==> src/design/crmw_pkg.sv <==
// Shared types, constants and arithmetic step functions for the centred RMSProp core.
// No dependencies; every other file of the block imports this package.
package crmw_pkg;

    localparam int DEFAULT_NUM_PARAMS = 1024;

    localparam int IDX_W      = 10;
    localparam int WORD_W     = 32;
    localparam int MS_W       = 48;
    localparam int GAMMA_W    = 17;
    localparam int RATE_W     = 31;
    localparam int CFG_IDX_W  = 2;
    localparam int CFG_DATA_W = 31;
    localparam int PROD_W     = 63;          // learn_rate * |grad|
    localparam int AVG_W      = MS_W + WORD_W;

    localparam logic [CFG_IDX_W-1:0] CFG_DECAY_GAMMA = 2'd0;
    localparam logic [CFG_IDX_W-1:0] CFG_LEARN_RATE  = 2'd1;
    localparam logic [CFG_IDX_W-1:0] CFG_EPSILON     = 2'd2;

    localparam logic [GAMMA_W-1:0] GAMMA_ONE        = 17'd65536;
    localparam logic [GAMMA_W-1:0] GAMMA_RESET      = 17'd58982;
    localparam logic [RATE_W-1:0]  LEARN_RATE_RESET = 31'd16777;
    localparam logic [RATE_W-1:0]  EPSILON_RESET    = 31'd17;
    localparam logic [RATE_W-1:0]  EPSILON_MIN      = 31'd1;

    localparam logic [WORD_W-1:0] WEIGHT_MAX = 32'h7FFF_FFFF;
    localparam logic [WORD_W-1:0] WEIGHT_MIN = 32'h8000_0000;

    // square root: radicand, root, partial remainder
    localparam int RAD_W       = 64;
    localparam int ROOT_W      = 32;
    localparam int SQ_REM_W    = 35;
    localparam int SQRT_STEPS  = 4;
    localparam int SQRT_STAGES = ROOT_W / SQRT_STEPS;

    // divider: quotient bits, divisor 2*root
    localparam int QUOT_W      = 32;
    localparam int DVS_W       = ROOT_W + 1;
    localparam int DIV_STEPS   = 4;
    localparam int DIV_STAGES  = 1 + QUOT_W / DIV_STEPS;

    localparam int AVG_STAGES  = 4;
    // register stages from the read stage up to the last divider stage
    localparam int PIPE_DEPTH  = 1 + AVG_STAGES + SQRT_STAGES + DIV_STAGES;

    typedef enum logic {
        REQ_LOAD   = 1'b0,
        REQ_UPDATE = 1'b1
    } crmw_req_t;

    typedef struct packed {
        crmw_req_t                req_type;
        logic [IDX_W-1:0]         param_index;
        logic signed [WORD_W-1:0] weight_value;
        logic signed [WORD_W-1:0] grad_sum;
    } crmw_in_t;

    typedef struct packed {
        logic [IDX_W-1:0]         out_index;
        logic signed [WORD_W-1:0] new_weight;
        logic                     saturated;
    } crmw_out_t;

    typedef struct packed {
        logic [GAMMA_W-1:0] decay_gamma;
        logic [RATE_W-1:0]  learn_rate;
        logic [RATE_W-1:0]  epsilon;
    } crmw_cfg_t;

    // per-item sideband that travels down the pipeline
    typedef struct packed {
        crmw_req_t                req;
        logic [IDX_W-1:0]         idx;
        logic                     in_range;
        logic signed [WORD_W-1:0] wval;
        logic                     grad_neg;
        logic signed [WORD_W-1:0] w_old;
        logic [MS_W-1:0]          ms;
        logic signed [WORD_W-1:0] mg;
        logic [PROD_W-1:0]        lrg;
    } crmw_side_t;

    typedef struct packed {
        logic [RAD_W-1:0]    rad;
        logic [SQ_REM_W-1:0] rem;
        logic [ROOT_W-1:0]   root;
    } crmw_sq_t;

    typedef struct packed {
        logic [QUOT_W-1:0] num;
        logic [DVS_W-1:0]  rem;
        logic [DVS_W-1:0]  dvs;
        logic [QUOT_W-1:0] quot;
        logic              ovf;
    } crmw_dv_t;

    // one digit of the bit-pair square root
    function automatic crmw_sq_t sqrt_step(input crmw_sq_t s);
        crmw_sq_t            r;
        logic [SQ_REM_W-1:0] cur;
        logic [SQ_REM_W-1:0] trial;
        cur   = {s.rem[SQ_REM_W-3:0], s.rad[RAD_W-1 -: 2]};
        trial = {1'b0, s.root, 2'b01};
        r.rad = {s.rad[RAD_W-3:0], 2'b00};
        if (cur >= trial) begin
            r.rem  = cur - trial;
            r.root = {s.root[ROOT_W-2:0], 1'b1};
        end else begin
            r.rem  = cur;
            r.root = {s.root[ROOT_W-2:0], 1'b0};
        end
        return r;
    endfunction

    // one bit of restoring division
    function automatic crmw_dv_t div_step(input crmw_dv_t s);
        crmw_dv_t         r;
        logic [DVS_W:0]   cur;
        logic [DVS_W:0]   dif;
        cur    = {s.rem, s.num[QUOT_W-1]};
        dif    = cur - {1'b0, s.dvs};
        r      = s;
        r.num  = {s.num[QUOT_W-2:0], 1'b0};
        if (cur >= {1'b0, s.dvs}) begin
            r.rem  = dif[DVS_W-1:0];
            r.quot = {s.quot[QUOT_W-2:0], 1'b1};
        end else begin
            r.rem  = cur[DVS_W-1:0];
            r.quot = {s.quot[QUOT_W-2:0], 1'b0};
        end
        return r;
    endfunction

endpackage

==> src/design/crmw_div.sv <==
// Pipelined restoring divider: step = (lr*|g|) / (2*root), flagged when >= 2^32.
// Depends on crmw_pkg.
module crmw_div (
    input  logic                          clk,
    input  logic                          rst_n,
    input  logic                          adv,
    input  logic                          in_valid,
    input  crmw_pkg::crmw_side_t          in_side,
    input  logic [crmw_pkg::ROOT_W-1:0]   in_root,
    output logic                          out_valid,
    output crmw_pkg::crmw_side_t          out_side,
    output logic [crmw_pkg::QUOT_W-1:0]   out_quot,
    output logic                          out_ovf
);
    import crmw_pkg::*;

    localparam int STEP_STAGES = DIV_STAGES - 1;

    logic       v_reg    [DIV_STAGES];
    crmw_side_t side_reg [DIV_STAGES];
    crmw_dv_t   dv_reg   [DIV_STAGES];
    crmw_dv_t   prep_next;

    // set-up stage: divisor, top of the dividend as first remainder, overflow test
    always_comb
    begin
        prep_next.dvs  = {in_root, 1'b0};
        prep_next.rem  = {2'd0, in_side.lrg[PROD_W-1:QUOT_W]};
        prep_next.num  = in_side.lrg[QUOT_W-1:0];
        prep_next.quot = '0;
        prep_next.ovf  = ({2'd0, in_side.lrg[PROD_W-1:QUOT_W]} >= prep_next.dvs);
    end

    always_ff @(posedge clk or negedge rst_n)
    begin
        if (!rst_n)
            v_reg[0] <= 1'b0;
        else if (adv)
            v_reg[0] <= in_valid;
    end

    always_ff @(posedge clk)
    begin
        if (adv)
        begin
            side_reg[0] <= in_side;
            dv_reg[0]   <= prep_next;
        end
    end

    for (genvar k = 1; k <= STEP_STAGES; k++)
    begin : g_stage
        crmw_dv_t dv_next;

        always_comb
        begin
            dv_next = dv_reg[k-1];
            for (int i = 0; i < DIV_STEPS; i++)
            begin
                dv_next = div_step(dv_next);
            end
        end

        always_ff @(posedge clk or negedge rst_n)
        begin
            if (!rst_n)
                v_reg[k] <= 1'b0;
            else if (adv)
                v_reg[k] <= v_reg[k-1];
        end

        always_ff @(posedge clk)
        begin
            if (adv)
            begin
                side_reg[k] <= side_reg[k-1];
                dv_reg[k]   <= dv_next;
            end
        end
    end

    assign out_valid = v_reg[DIV_STAGES-1];
    assign out_side  = side_reg[DIV_STAGES-1];
    assign out_quot  = dv_reg[DIV_STAGES-1].quot;
    assign out_ovf   = dv_reg[DIV_STAGES-1].ovf;

endmodule

==> config.mk <==
export PLATFORM = sky130hd
export DESIGN_NAME = crmw_div
export DESIGN_NICKNAME = d
export VERILOG_FILES = /design/src/design/crmw_pkg.sv /design/src/design/crmw_div.sv
export SDC_FILE = /design/constraint.sdc
export NUM_CORES = 2
export LEC_CHECK = 0
export BUFFER_PORTS_ARGS = -buffer_cell sky130_fd_sc_hd__buf_2
export CAP_MARGIN = 20
export CORE_MARGIN = 2
export CORE_UTILIZATION = 42
export CTS_CLUSTER_DIAMETER = 120
export DETAILED_ROUTE_END_ITERATION = 7
export SLEW_MARGIN = 25
export SYNTH_ARGS = -nofsm -noshare
export SYNTH_HDL_FRONTEND = slang
export SYNTH_SLANG_ARGS = --single-unit
export TNS_END_PERCENT = 10
==> constraint.sdc <==
create_clock -name clk -period 33.6 [get_ports clk]
set_input_delay 1.68 -clock clk [delete_from_list [all_inputs] [get_ports clk]]
set_output_delay 1.68 -clock clk [all_outputs]
set_load 0.01 [all_outputs]
### Word-level counts from Yosys, hierarchy flattened

Memory sizes are Yosys's and may differ from the RTL's.
Cells that the tools add are included.

* logic and storage cells: 142
* latch bits: 0
* memories kept: 2
* memory bits (read-only): 0
* RAM bits: 3159
* register bits after elaboration: 9

Memory list
* side_reg: words 9, width 220, rd ports 9, clocked after memory_dff 0, write ports 9, line crmw_div.sv:20 `crmw_side_t side_reg [DIV_STAGES];`
* dv_reg: words 9, width 131, rd ports 9, clocked after memory_dff 0, write ports 9, line crmw_div.sv:21 `crmw_dv_t dv_reg [DIV_STAGES];`

* equality and inequality tests: 0
* multiplexer cells: 66
* shift-type cells: 0
* divide/modulo/power cells: 0
* add/sub/neg operators: 32
* magnitude comparators: 33
* bitwise gates (word level): 0
* multipliers: 0
* reduce and logical (&&, ||, !) cells: 0

Operator list (number)
* $ge 34x33->1: 32
* $mux 33: 32
* $sub 33x33->33: 32
* $mux 1: 34
* $ge 31x33->1: 1

### Logic depth before layout (Yosys ltp)

An unclocked memory read counts as a cell.

* word-level depth: 9
* depth in mapped cells: 60

### Worst setup path before layout

Ideal clock, no wire load.

* path type: flip-flop to flip-flop
* start: memory dv_reg[0][428] (netlist bit)
* end: memory dv_reg[0][611] (netlist bit) (data pin)
* library setup time: 0.261 ns
* buffers on the path: 6
* period minus slack after synthesis: 11.979 ns
* stages on the path, launching flop included: 51
* setup slack: 21.621 ns
* data required time: 33.339 ns
* data arrival time: 11.718 ns
* cells stage by stage: edfxtp_1 > inv_1 > ha_1 > nor2b_1 > o31a_1 > o41a_1 > o31ai_4 > a21oi_4 > a211oi_2 > a21o_2 > inv_1 > buf_2 > buf_1 > mux2_2 > ha_1 > a21oi_1 > o21ai_0 > a221o_1 > [15 not listed] > o221a_2 > o211ai_1 > mux2i_4 > inv_2 > buf_2 > mux2_2 > ha_1 > a21o_1 > o41a_1 > a2111oi_2 > o21ai_1 > a311oi_1 > nor3_1 > o22a_1 > nor4_4 > buf_2 > nor3_1 > a221o_1

RTL lines (line)
* from (decl): crmw_div.sv:21

==> flow_summary.ini <==
[yosys]
synth_cells = 11800
yosys_warnings = 0
synth_seq_area_share_pct = 54.8
yosysMostFrequentCell = edfxtp_1
async_flop_share_pct = 0.343
synth.avg_cell_area_um2 = 12.1
synth.cell_area_um2 = 144000
synthTopCellsByCount = edfxtp_1, ha_1, a21oi_1, inv_1, o21ai_0
synth_fp_nets = 13200
synth_area_leader_cell = edfxtp_1
synth_top_area_share_pct = 54.7
yosys_register_bits = 2622
ys_types = 114
synth_area_leaders = edfxtp_1, ha_1, mux2_2, xnor2_1, a21oi_1
synth_edf_count = 2613
ys.flop_type = edfxtp_1

[floorplan]
fp.dieW_um = 589
ios = 510
die_area_um2 = 346000
coreArea_um2 = 340000
start_util_pct = 42.2
row_count = 214
die_h_um = 589

[clock_network]
clock_latency_ps = 920
cts_buffers = 292
clkSlewWorstSetupHoldPaths_ps = 60
clkSinkCount = 2622
clockBufferDepth = 4
ctsResizeCount = 0
htree_levels = 5
cts_tree = built
cts_root_buf = clkbuf_16
cts_setup_buffers = 0
cts-hold-fix-buffers = 0

[placed_design]
dp_hpwl_um = 302000
placedInstanceArea_um2 = 150000
gp_congestion = 0.932
numPortBuffers = 509
pre_cts_ws_ps = 17400

[sta]
hold_viol = 0
rsz0062_at_grt = false
setup_ws_ps = 17130
layout_min_cycle_time_ps = 16470
fmax_mhz = 60.7
worst_pin_slew_ps = 1090
slew_violations = 0
fin_crit_sh_pct = 49.0
fin_tns_setup_ps = 0
slew_headroom_pct = 26.9
setup_viol = 0
fin_skew_ps = 60.3

[global_route]
grt_max_degree = 200
grt_pass1_wl_um = 581000
grt_pass1_vias = 93000
antenna_found_initial = 18
grt_use_total_pct = 22.0
grt_overflow = 0

[setup_path]
r2r_setup_slack_ps = 17130
slowest_delay_ps = 780
crit_path_end = dv_reg[0][212]$_DFFE_PP_
worst-setup-path-type = reg2reg
worstReg2RegEnd = dv_reg[0][212]$_DFFE_PP_
path_common_cell = o21ai_0
cp.required_ps = 34260
worst_r2r_path_depth = 52
cp_data_arrival_time_ps = 17120
timing.rr.start = dv_reg[0][35]$_DFFE_PP_
worstPathMaxFanout = 31
crit_start = dv_reg[0][35]$_DFFE_PP_
cpMaxStageDelayCell = nand2b_1
start_kind = flip-flop
worstSetupEndpointType = flip-flop

[routing]
dr.pass1.iters = 6
detail_route.iter0.violations = 7530
wirelength_um = 393000
num_vias = 94600
ant_nets = 0
detail_route.wl_per_cell_um = 23.1
via_per_inst = 5.56
drc = 0

[cells_and_area]
drive_gt1_share_pct = 12.6
final_area_um2 = 159000
largest_register_ffs = 1980
fin_nets = 13600
area_growth_pct = 10.9

[job]
max_cap_violations = 0

[min_path]
min_path_type = reg2reg

[outcome]
outcome = finished, final reports clean
## worst max-delay path, delay by kind of cell, from the launching register on
family / cells / cell delay [ps]
AO/OA/AOI/OAI: 32 / 9750
adder cells (fa/ha/maj): 4 / 1410
buffers and inverters: 7 / 2120
flip-flops: 1 / 650
AND/OR/NAND/NOR: 9 / 2130
## metrics by stage
step | instances | utilization (%) | hold WS, ps
after floorplan | 11800 | - | 400
after detailed placement | 16500 | 44.0 | 405
after CTS | 17000 | 46.8 | 394
final | 17000 | 46.8 | 401
after global placement | 16500 | 44.0 | 400
after global routing | 17000 | 46.8 | 405
## kinds of logic after synthesis
logic type      after synthesis  share of synthesized area [%]
compound gates             3184                           14.3
flops                      2622                           54.8
simple gates               2426                           8.25
buf+inv                    1133                           3.74
fa+ha+maj                  1084                           9.61
xor+xnor                    825                           5.03
mux                         544                           4.21
## worst min-delay path by stage
stage | startpoint | slack (ps) | cells past startpoint | to
2_1_floorplan | dv_reg[0][917]$_DFFE_PP_ | 400 | 0 | dv_reg[0][1048]$_DFFE_PP_
3_3_place_gp | side_reg[0][1081]$_DFFE_PP_ | 400 | 0 | side_reg[0][1301]$_DFFE_PP_
3_5_place_dp | dv_reg[0][936]$_DFFE_PP_ | 400 | 0 | dv_reg[0][1071]$_DFFE_PP_
4_1_cts | side_reg[0][878]$_DFFE_PP_ | 390 | 0 | side_reg[0][1098]$_DFFE_PP_
5_1_grt | side_reg[0][878]$_DFFE_PP_ | 410 | 0 | side_reg[0][1098]$_DFFE_PP_
6_report | dv_reg[0][663]$_DFFE_PP_ | 400 | 0 | dv_reg[0][798]$_DFFE_PP_
## cells in the final DEF (no fill, tap or decap), drive strengths merged, types with 33 or more instances in the layout
cell,count
edfxtp,2613
ha,1053
a21oi,926
inv,686
o21ai,674
nand2,651
nor2,614
buf,577
xnor2,545
a21o,489
mux2,450
clkbuf,344
xor2,280
nand3,200
nor3,161
o21bai,152
o21a,151
nand4,148
clkinv,128
nor2b,127
nand2b,125
a31oi,119
mux2i,94
a211oi,90
and3,83
and2,61
o221ai,59
o31ai,57
o211ai,55
or3,50
a221o,48
or2,48
nor4,42
a211o,34
and4,33
## layout make-up
type | instances | area, µm²
fillers | 30600 | 181000
flip-flops and latches | 2622 | 78700
multi-input cells | 8063 | 59600
clock buffers | 344 | 7540
well taps | 4536 | 5680
repair buffers | 577 | 3210
inverters | 673 | 2530
clock inverters | 180 | 1930
diodes | 7 | 17.5
## routing by layer
metal  track usage, %  routed length [µm]  up-vias
li1                 -                   -    45400
met1             29.1              172000    46100
met2             37.3              189000     2436
met3             2.21               16200      647
met4             8.56               16200        0
met5                0                   0        -
Power is left out: the tool's default activity adds up to more than one toggle a clock period on the data nets, which glitch-free logic cannot reach.
