--- src/design/crmw_pkg.sv ---
// Shared types, constants and arithmetic step functions for the centred RMSProp core.
// No dependencies; every other file of the block imports this package.
package crmw_pkg;

    localparam int DEFAULT_NUM_PARAMS = 1024;

    localparam int IDX_W      = 10;
    localparam int WORD_W     = 32;
    localparam int MS_W       = 48;
    localparam int GAMMA_W    = 17;
    localparam int RATE_W     = 31;
    localparam int CFG_IDX_W  = 2;
    localparam int CFG_DATA_W = 31;
    localparam int PROD_W     = 63;          // learn_rate * |grad|
    localparam int AVG_W      = MS_W + WORD_W;

    localparam logic [CFG_IDX_W-1:0] CFG_DECAY_GAMMA = 2'd0;
    localparam logic [CFG_IDX_W-1:0] CFG_LEARN_RATE  = 2'd1;
    localparam logic [CFG_IDX_W-1:0] CFG_EPSILON     = 2'd2;

    localparam logic [GAMMA_W-1:0] GAMMA_ONE        = 17'd65536;
    localparam logic [GAMMA_W-1:0] GAMMA_RESET      = 17'd58982;
    localparam logic [RATE_W-1:0]  LEARN_RATE_RESET = 31'd16777;
    localparam logic [RATE_W-1:0]  EPSILON_RESET    = 31'd17;
    localparam logic [RATE_W-1:0]  EPSILON_MIN      = 31'd1;

    localparam logic [WORD_W-1:0] WEIGHT_MAX = 32'h7FFF_FFFF;
    localparam logic [WORD_W-1:0] WEIGHT_MIN = 32'h8000_0000;

    // square root: radicand, root, partial remainder
    localparam int RAD_W       = 64;
    localparam int ROOT_W      = 32;
    localparam int SQ_REM_W    = 35;
    localparam int SQRT_STEPS  = 4;
    localparam int SQRT_STAGES = ROOT_W / SQRT_STEPS;

    // divider: quotient bits, divisor 2*root
    localparam int QUOT_W      = 32;
    localparam int DVS_W       = ROOT_W + 1;
    localparam int DIV_STEPS   = 4;
    localparam int DIV_STAGES  = 1 + QUOT_W / DIV_STEPS;

    localparam int AVG_STAGES  = 4;
    // register stages from the read stage up to the last divider stage
    localparam int PIPE_DEPTH  = 1 + AVG_STAGES + SQRT_STAGES + DIV_STAGES;

    typedef enum logic {
        REQ_LOAD   = 1'b0,
        REQ_UPDATE = 1'b1
    } crmw_req_t;

    typedef struct packed {
        crmw_req_t                req_type;
        logic [IDX_W-1:0]         param_index;
        logic signed [WORD_W-1:0] weight_value;
        logic signed [WORD_W-1:0] grad_sum;
    } crmw_in_t;

    typedef struct packed {
        logic [IDX_W-1:0]         out_index;
        logic signed [WORD_W-1:0] new_weight;
        logic                     saturated;
    } crmw_out_t;

    typedef struct packed {
        logic [GAMMA_W-1:0] decay_gamma;
        logic [RATE_W-1:0]  learn_rate;
        logic [RATE_W-1:0]  epsilon;
    } crmw_cfg_t;

    // per-item sideband that travels down the pipeline
    typedef struct packed {
        crmw_req_t                req;
        logic [IDX_W-1:0]         idx;
        logic                     in_range;
        logic signed [WORD_W-1:0] wval;
        logic                     grad_neg;
        logic signed [WORD_W-1:0] w_old;
        logic [MS_W-1:0]          ms;
        logic signed [WORD_W-1:0] mg;
        logic [PROD_W-1:0]        lrg;
    } crmw_side_t;

    typedef struct packed {
        logic [RAD_W-1:0]    rad;
        logic [SQ_REM_W-1:0] rem;
        logic [ROOT_W-1:0]   root;
    } crmw_sq_t;

    typedef struct packed {
        logic [QUOT_W-1:0] num;
        logic [DVS_W-1:0]  rem;
        logic [DVS_W-1:0]  dvs;
        logic [QUOT_W-1:0] quot;
        logic              ovf;
    } crmw_dv_t;

    // one digit of the bit-pair square root
    function automatic crmw_sq_t sqrt_step(input crmw_sq_t s);
        crmw_sq_t            r;
        logic [SQ_REM_W-1:0] cur;
        logic [SQ_REM_W-1:0] trial;
        cur   = {s.rem[SQ_REM_W-3:0], s.rad[RAD_W-1 -: 2]};
        trial = {1'b0, s.root, 2'b01};
        r.rad = {s.rad[RAD_W-3:0], 2'b00};
        if (cur >= trial) begin
            r.rem  = cur - trial;
            r.root = {s.root[ROOT_W-2:0], 1'b1};
        end else begin
            r.rem  = cur;
            r.root = {s.root[ROOT_W-2:0], 1'b0};
        end
        return r;
    endfunction

    // one bit of restoring division
    function automatic crmw_dv_t div_step(input crmw_dv_t s);
        crmw_dv_t         r;
        logic [DVS_W:0]   cur;
        logic [DVS_W:0]   dif;
        cur    = {s.rem, s.num[QUOT_W-1]};
        dif    = cur - {1'b0, s.dvs};
        r      = s;
        r.num  = {s.num[QUOT_W-2:0], 1'b0};
        if (cur >= {1'b0, s.dvs}) begin
            r.rem  = dif[DVS_W-1:0];
            r.quot = {s.quot[QUOT_W-2:0], 1'b1};
        end else begin
            r.rem  = cur[DVS_W-1:0];
            r.quot = {s.quot[QUOT_W-2:0], 1'b0};
        end
        return r;
    endfunction

endpackage

--- src/design/crmw_isqrt.sv ---
// Pipelined integer square root, four digits (SQRT_STEPS) per register stage.
// Depends on crmw_pkg.
module crmw_isqrt (
    input  logic                          clk,
    input  logic                          rst_n,
    input  logic                          adv,
    input  logic                          in_valid,
    input  crmw_pkg::crmw_side_t          in_side,
    input  logic [crmw_pkg::RAD_W-1:0]    in_rad,
    output logic                          out_valid,
    output crmw_pkg::crmw_side_t          out_side,
    output logic [crmw_pkg::ROOT_W-1:0]   out_root
);
    import crmw_pkg::*;

    logic       v_reg    [SQRT_STAGES];
    crmw_side_t side_reg [SQRT_STAGES];
    crmw_sq_t   sq_reg   [SQRT_STAGES];

    for (genvar k = 0; k < SQRT_STAGES; k++)
    begin : g_stage
        logic       v_in;
        crmw_side_t side_in;
        crmw_sq_t   sq_in;
        crmw_sq_t   sq_next;

        if (k == 0)
        begin : g_first
            assign v_in    = in_valid;
            assign side_in = in_side;
            assign sq_in   = '{rad: in_rad, rem: '0, root: '0};
        end
        else
        begin : g_rest
            assign v_in    = v_reg[k-1];
            assign side_in = side_reg[k-1];
            assign sq_in   = sq_reg[k-1];
        end

        always_comb
        begin
            sq_next = sq_in;
            for (int i = 0; i < SQRT_STEPS; i++)
            begin
                sq_next = sqrt_step(sq_next);
            end
        end

        always_ff @(posedge clk or negedge rst_n)
        begin
            if (!rst_n)
                v_reg[k] <= 1'b0;
            else if (adv)
                v_reg[k] <= v_in;
        end

        always_ff @(posedge clk)
        begin
            if (adv)
            begin
                side_reg[k] <= side_in;
                sq_reg[k]   <= sq_next;
            end
        end
    end

    assign out_valid = v_reg[SQRT_STAGES-1];
    assign out_side  = side_reg[SQRT_STAGES-1];
    assign out_root  = sq_reg[SQRT_STAGES-1].root;

endmodule

--- config.mk ---
export PLATFORM = sky130hd
export DESIGN_NAME = crmw_isqrt
export DESIGN_NICKNAME = d
export VERILOG_FILES = /design/src/design/crmw_pkg.sv /design/src/design/crmw_isqrt.sv
export SDC_FILE = /design/constraint.sdc
export NUM_CORES = 2
export LEC_CHECK = 0
export BUFFER_PORTS_ARGS = -buffer_cell sky130_fd_sc_hd__buf_4
export CAP_MARGIN = 10
export CORE_AREA = 2 2 673 508
export DETAILED_ROUTE_END_ITERATION = 16
export DIE_AREA = 0 0 675 510
export GPL_TIMING_DRIVEN = 1
export HOLD_SLACK_MARGIN = 0.15
export SYNTH_ARGS = -nofsm -noshare
export SYNTH_HDL_FRONTEND = slang
export SYNTH_SLANG_ARGS = --single-unit
--- constraint.sdc ---
create_clock -name clk -period 28.7 [get_ports clk]
set_input_delay 5.74 -clock clk [delete_from_list [all_inputs] [get_ports clk]]
set_output_delay 5.74 -clock clk [all_outputs]
set_load 0.02 [all_outputs]
# After elaboration in Yosys (flattened, before gate mapping)
# Memories as Yosys holds them, arrays and structs flattened.
# Index checks and enable logic that the tools add are counted.
[op_classes]
n_lt_le_gt_ge = 32
n_addsub = 32
n_mux = 34
[op_table]
columns = ["operator", "count"]
rows = [
  ["$mux W65", 24],
  ["$ge A35 B34 Y1", 31],
  ["$sub A33 B33 Y33", 23],
  ["$mux W67", 8],
  ["$sub A35 B34 Y35", 8],
  ["$sub A2 B1 Y3 const B", 1],
  ["$ge A2 B1 Y1 const B", 1],
  ["$mux W1", 2],
]
[word_totals]
output_inout_bits = 253
n_memories = 2
ram_bits = 2744
register_bits = 8
wordCells = 108
inputBits = 288
[mem_list]
columns = ["name", "words", "word_bits", "rd", "rd_ports_with_merged_regs", "write_ports", "line", "text"]
rows = [
  ["side_reg", 8, 220, 8, 0, 8, "crmw_isqrt.sv:17", "crmw_side_t side_reg [SQRT_STAGES];"],
  ["sq_reg", 8, 123, 8, 0, 8, "crmw_isqrt.sv:18", "crmw_sq_t sq_reg [SQRT_STAGES];"],
]

# Depth between registers and ports, before layout
# An unclocked memory read counts as a cell.
[depth]
word_depth = 9
depth_mapped = 61
ltp_nobuf = 55

# Worst setup path before layout
# Ideal clock, no wire load.
[synth_timing]
kind = "register -> register"
start = "mem sq_reg[1][3] in the netlist's numbering"
end = "mem sq_reg[1][186] in the netlist's numbering, data pin"
path_stages_with_launch = 57
period_less_slack_ns = 12.152
t_arrival_ns = 11.890
required_time_ns = 28.438
path_buffers = 10
slack_ns = 16.548
path_cell_list = "edfxtp_1 inv_1 ha_1 and3_1 o21ai_0 a211o_1 a2111oi_0 or3_1 buf_2 clkbuf_1 buf_1 clkbuf_1 a21oi_1 ha_1 a2111oi_0 o211ai_1 nand2_1 o21ai_0 (+21 left out) nor4b_2 clkbuf_1 clkbuf_1 nand2_1 o21ai_0 ha_1 a21o_1 a21o_1 a21oi_1 nand2b_1 nand2_1 a2111oi_0 o41ai_1 a311o_1 nor4_4 buf_2 nor3_1 xnor2_1"
[synth_lines]
columns = ["item", "line"]
rows = [
  ["start: declaration", "crmw_isqrt.sv:18"],
]

==> impl_metrics.py <==
metrics = {
    "placed_design": {
        "pre_cts_ws_ps": 13140,
        "dp_hpwl_mm": 242.9,
        "globalplace.congestion": 0.9340,
        "numPortBuffers": 540,
    },
    "timing": {
        "hold_viol": 0,
        "finalSetupViolCount": 0,
        "worst_slack_ps": 12840,
        "finClkSkew_ps": 77.39,
        "tns_ps": 0,
        "slew_headroom_pct": 20.35,
        "worst_pin_slew_ps": 1195,
        "drv_slew": 0,
        "fmax_ghz": 0.06306,
        "finalCriticalPeriod_ps": 15860,
        "rsz0062_at_grt": "no",
        "finalCritPeriodShare_pct": 55.26,
    },
    "clock_tree": {
        "path_clk_slew_ps": 70,
        "cts_hold_buf": 0,
        "cts.sinks": 2367,
        "clk_latency_ps": 910,
        "cts_buffers": 237,
        "clock_path_buffers": 4,
        "htreeDepth": 4,
        "post_cts_resized": 0,
        "post_cts_buffers": 0,
        "tritoncts": "built",
        "cts_root_buffer": "clkbuf_16",
    },
    "logic_synthesis": {
        "ys_warn_count": 0,
        "synthesis.instances": 9521,
        "synth-edff-count": 2359,
        "synth-seq-area-share_pct": 60.36,
        "synth-seq-cells": 2367,
        "syn-cell-area_um2": 117700,
        "synth.distinct_cells": 137,
        "syn_avg_cell_area_um2": 12.36,
        "async_flop_share_pct": 0.3380,
        "synth_ff_type": "edfxtp_1",
    },
    "run": {
        "drv_cap": 0,
    },
    "finish": {
        "layout.nets": 10962,
        "areaGrowthSynthToFinish_pct": 14.64,
        "fillers": 31709,
        "drive_above_1_share_pct": 11.77,
        "largest_reg_flops": 1760,
    },
    "drt": {
        "dr.pass1.iters": 6,
        "vias": 78991,
        "ant_nets": 0,
        "totalWireLength_mm": 318.9,
        "routed_via_density": 5.339,
        "drtIter0Drc": 7556,
        "remaining_drc_errors": 0,
        "routedWlPerCell_um": 21.56,
    },
    "critical_path": {
        "cp-start-kind": "flip-flop",
        "cp.arrival_ps": 16370,
        "worstRegToRegCells": 47,
        "cp_common_cell": "o21ai_0",
        "critPathMaxStageDelay_ps": 860,
        "ff2ff_setup_slack_ps": 12840,
        "r2r-end": "sq_reg[1][285]",
        "r2r_start": "sq_reg[1][141]",
        "endpoint_kind": "flip-flop",
        "crit_path_top_delay_cell": "o31a_2",
        "crit_start": "sq_reg[1][141]",
        "crit_path_max_fanout": 53,
        "cp.required_ps": 29210,
        "path_class": "flip-flop to flip-flop",
    },
    "global_routing": {
        "track_usage_pct": 17.86,
        "grt_pass1_wl_mm": 475.3,
        "grt_overflow": 0,
        "grt_max_degree": 199,
        "grt_pass1_vias": 75369,
        "antenna_found_initial": 17,
    },
    "pwr": {
        "leakage_uw": 0.05012,
        "vdd_drop_max_mv": 0.1161,
        "power_density_nw_per_um2": 118.7,
    },
    "worst_hold_path": {
        "holdPathStages": 0,
        "min_to": "sq_reg[1][230]",
        "min_from": "sq_reg[1][99]",
        "worstHoldPathType": "flip-flop to flip-flop",
    },
    "floorplan": {
        "dieArea_um2": 344300,
        "die_w_um": 675,
        "num_rows": 185,
        "dieHeight_um": 510,
        "start_util_pct": 34.87,
        "ios": 541,
        "core_area_um2": 337500,
    },
    "run_status": {
        "status": "completed",
    },
}
==> report_power, final <==
part	internal (uW)	leakage (uW)	switching, uW
clock	1840	0.00386	1330
combinational	3150	0.0232	5100
sequential	4360	0.0230	223
==> per-layer routing <==
layer / track usage (%) / wire (um) / up-vias
li1: - / - / 37516
met3: 2.636 / 18950 / 358
met5: 0 / 13 / -
met1: 26.85 / 153700 / 38699
met2: 27.23 / 140000 / 2416
met4: 3.868 / 6332 / 2
==> worst max path at each step <==
stage | end | slack [ps] | cells after the start
6_report | sq_reg[1][285] | 12840 | 47
5_1_grt | sq_reg[1][285] | 11660 | 47
4_1_cts | sq_reg[1][285] | 13010 | 47
3_5_place_dp | sq_reg[1][285] | 13140 | 47
3_3_place_gp | sq_reg[1][285] | 13060 | 47
2_1_floorplan | sq_reg[1][186] | 16550 | 56
==> cells by family (layout without fill, tap and decap cells) <==
family,count (synthesis),in the layout,share of synthesized area [%]
AOI/OAI and AO/OA,2432,2432,13.43
other,1,11,0.003186
buffers and inverters,615,1390,2.035
muxes,109,109,1.018
xor gates and xnor gates,729,729,5.438
adders and majority gates,560,560,5.953
DFF,2367,2367,60.36
and+or+nand+nor,2708,2708,11.77
==> cell usage after synthesis (all sizes together), types with 67 or more instances <==
library cell	count	share of area, %
a211oi	89	0.60
a21o	327	2.1
a21oi	710	3.0
a31oi	101	0.55
and2	79	0.42
and3	82	0.44
clkbuf	193	0.62
edfxtp	2359	60
ha	560	6.0
inv	353	1.1
mux2	80	0.77
nand2	698	2.2
nand2b	98	0.53
nand3	207	0.90
nand4	134	0.73
nor2	628	2.0
nor2b	93	0.49
nor3	210	0.93
nor4	90	0.54
o211ai	67	0.45
o21a	86	0.55
o21ai	539	2.3
o21bai	69	0.44
or3	88	0.47
xnor2	471	3.5
xor2	258	1.9
==> cell type report <==
| cell class | count | area [um2] | share of cell area, % |
|---|---|---|---|
| Clock buffer | 275 | 6135 | 4.547 |
| Inverter | 361 | 1363 | 1.010 |
| Timing Repair Buffer | 605 | 4609 | 3.416 |
| Sequential cell | 2367 | 71040 | 52.65 |
| Tap cell | 4488 | 5615 | 4.162 |
| Clock inverter | 149 | 1817 | 1.347 |
| Antenna cell | 7 | 17.52 | 0.01298 |
| Multi-Input combinational cell | 6542 | 44330 | 32.85 |
==> layout by cell type (no fill, tap or decap), drive strengths merged, types with 89 or more instances in the layout <==
master  instances
edfxtp       2359
a21oi         710
nand2         698
nor2          628
buf           605
ha            560
o21ai         539
xnor2         471
inv           372
a21o          327
clkbuf        275
xor2          258
nor3          210
nand3         207
nand4         134
a31oi         101
nand2b         98
nor2b          93
nor4           90
clkinv         90
a211oi         89
==> critical path: cells and delay by family (launching register included) <==
kind	cells	cell delay, ps
flops	1	760
buf+inv	5	2390
simple gates	15	2990
fa+ha+maj	4	1700
compound gates	23	7550
==> metrics by stage <==
stage          utilization, %  power (uW)  instances  cell area [um2]  hold slack [ps]
2_1_floorplan               -       10460       9524           117700            400.3
3_3_place_gp            37.62       12720      14362           126900            400.1
3_5_place_dp            37.62       12760      14362           126900            404.5
4_1_cts                 39.97       16020      14786           134900            378.2
5_1_grt                 39.98       17140      14791           134900            386.2
6_report                39.98       16010      14794           134900            378.1
(Power assumes the default switching activity.)
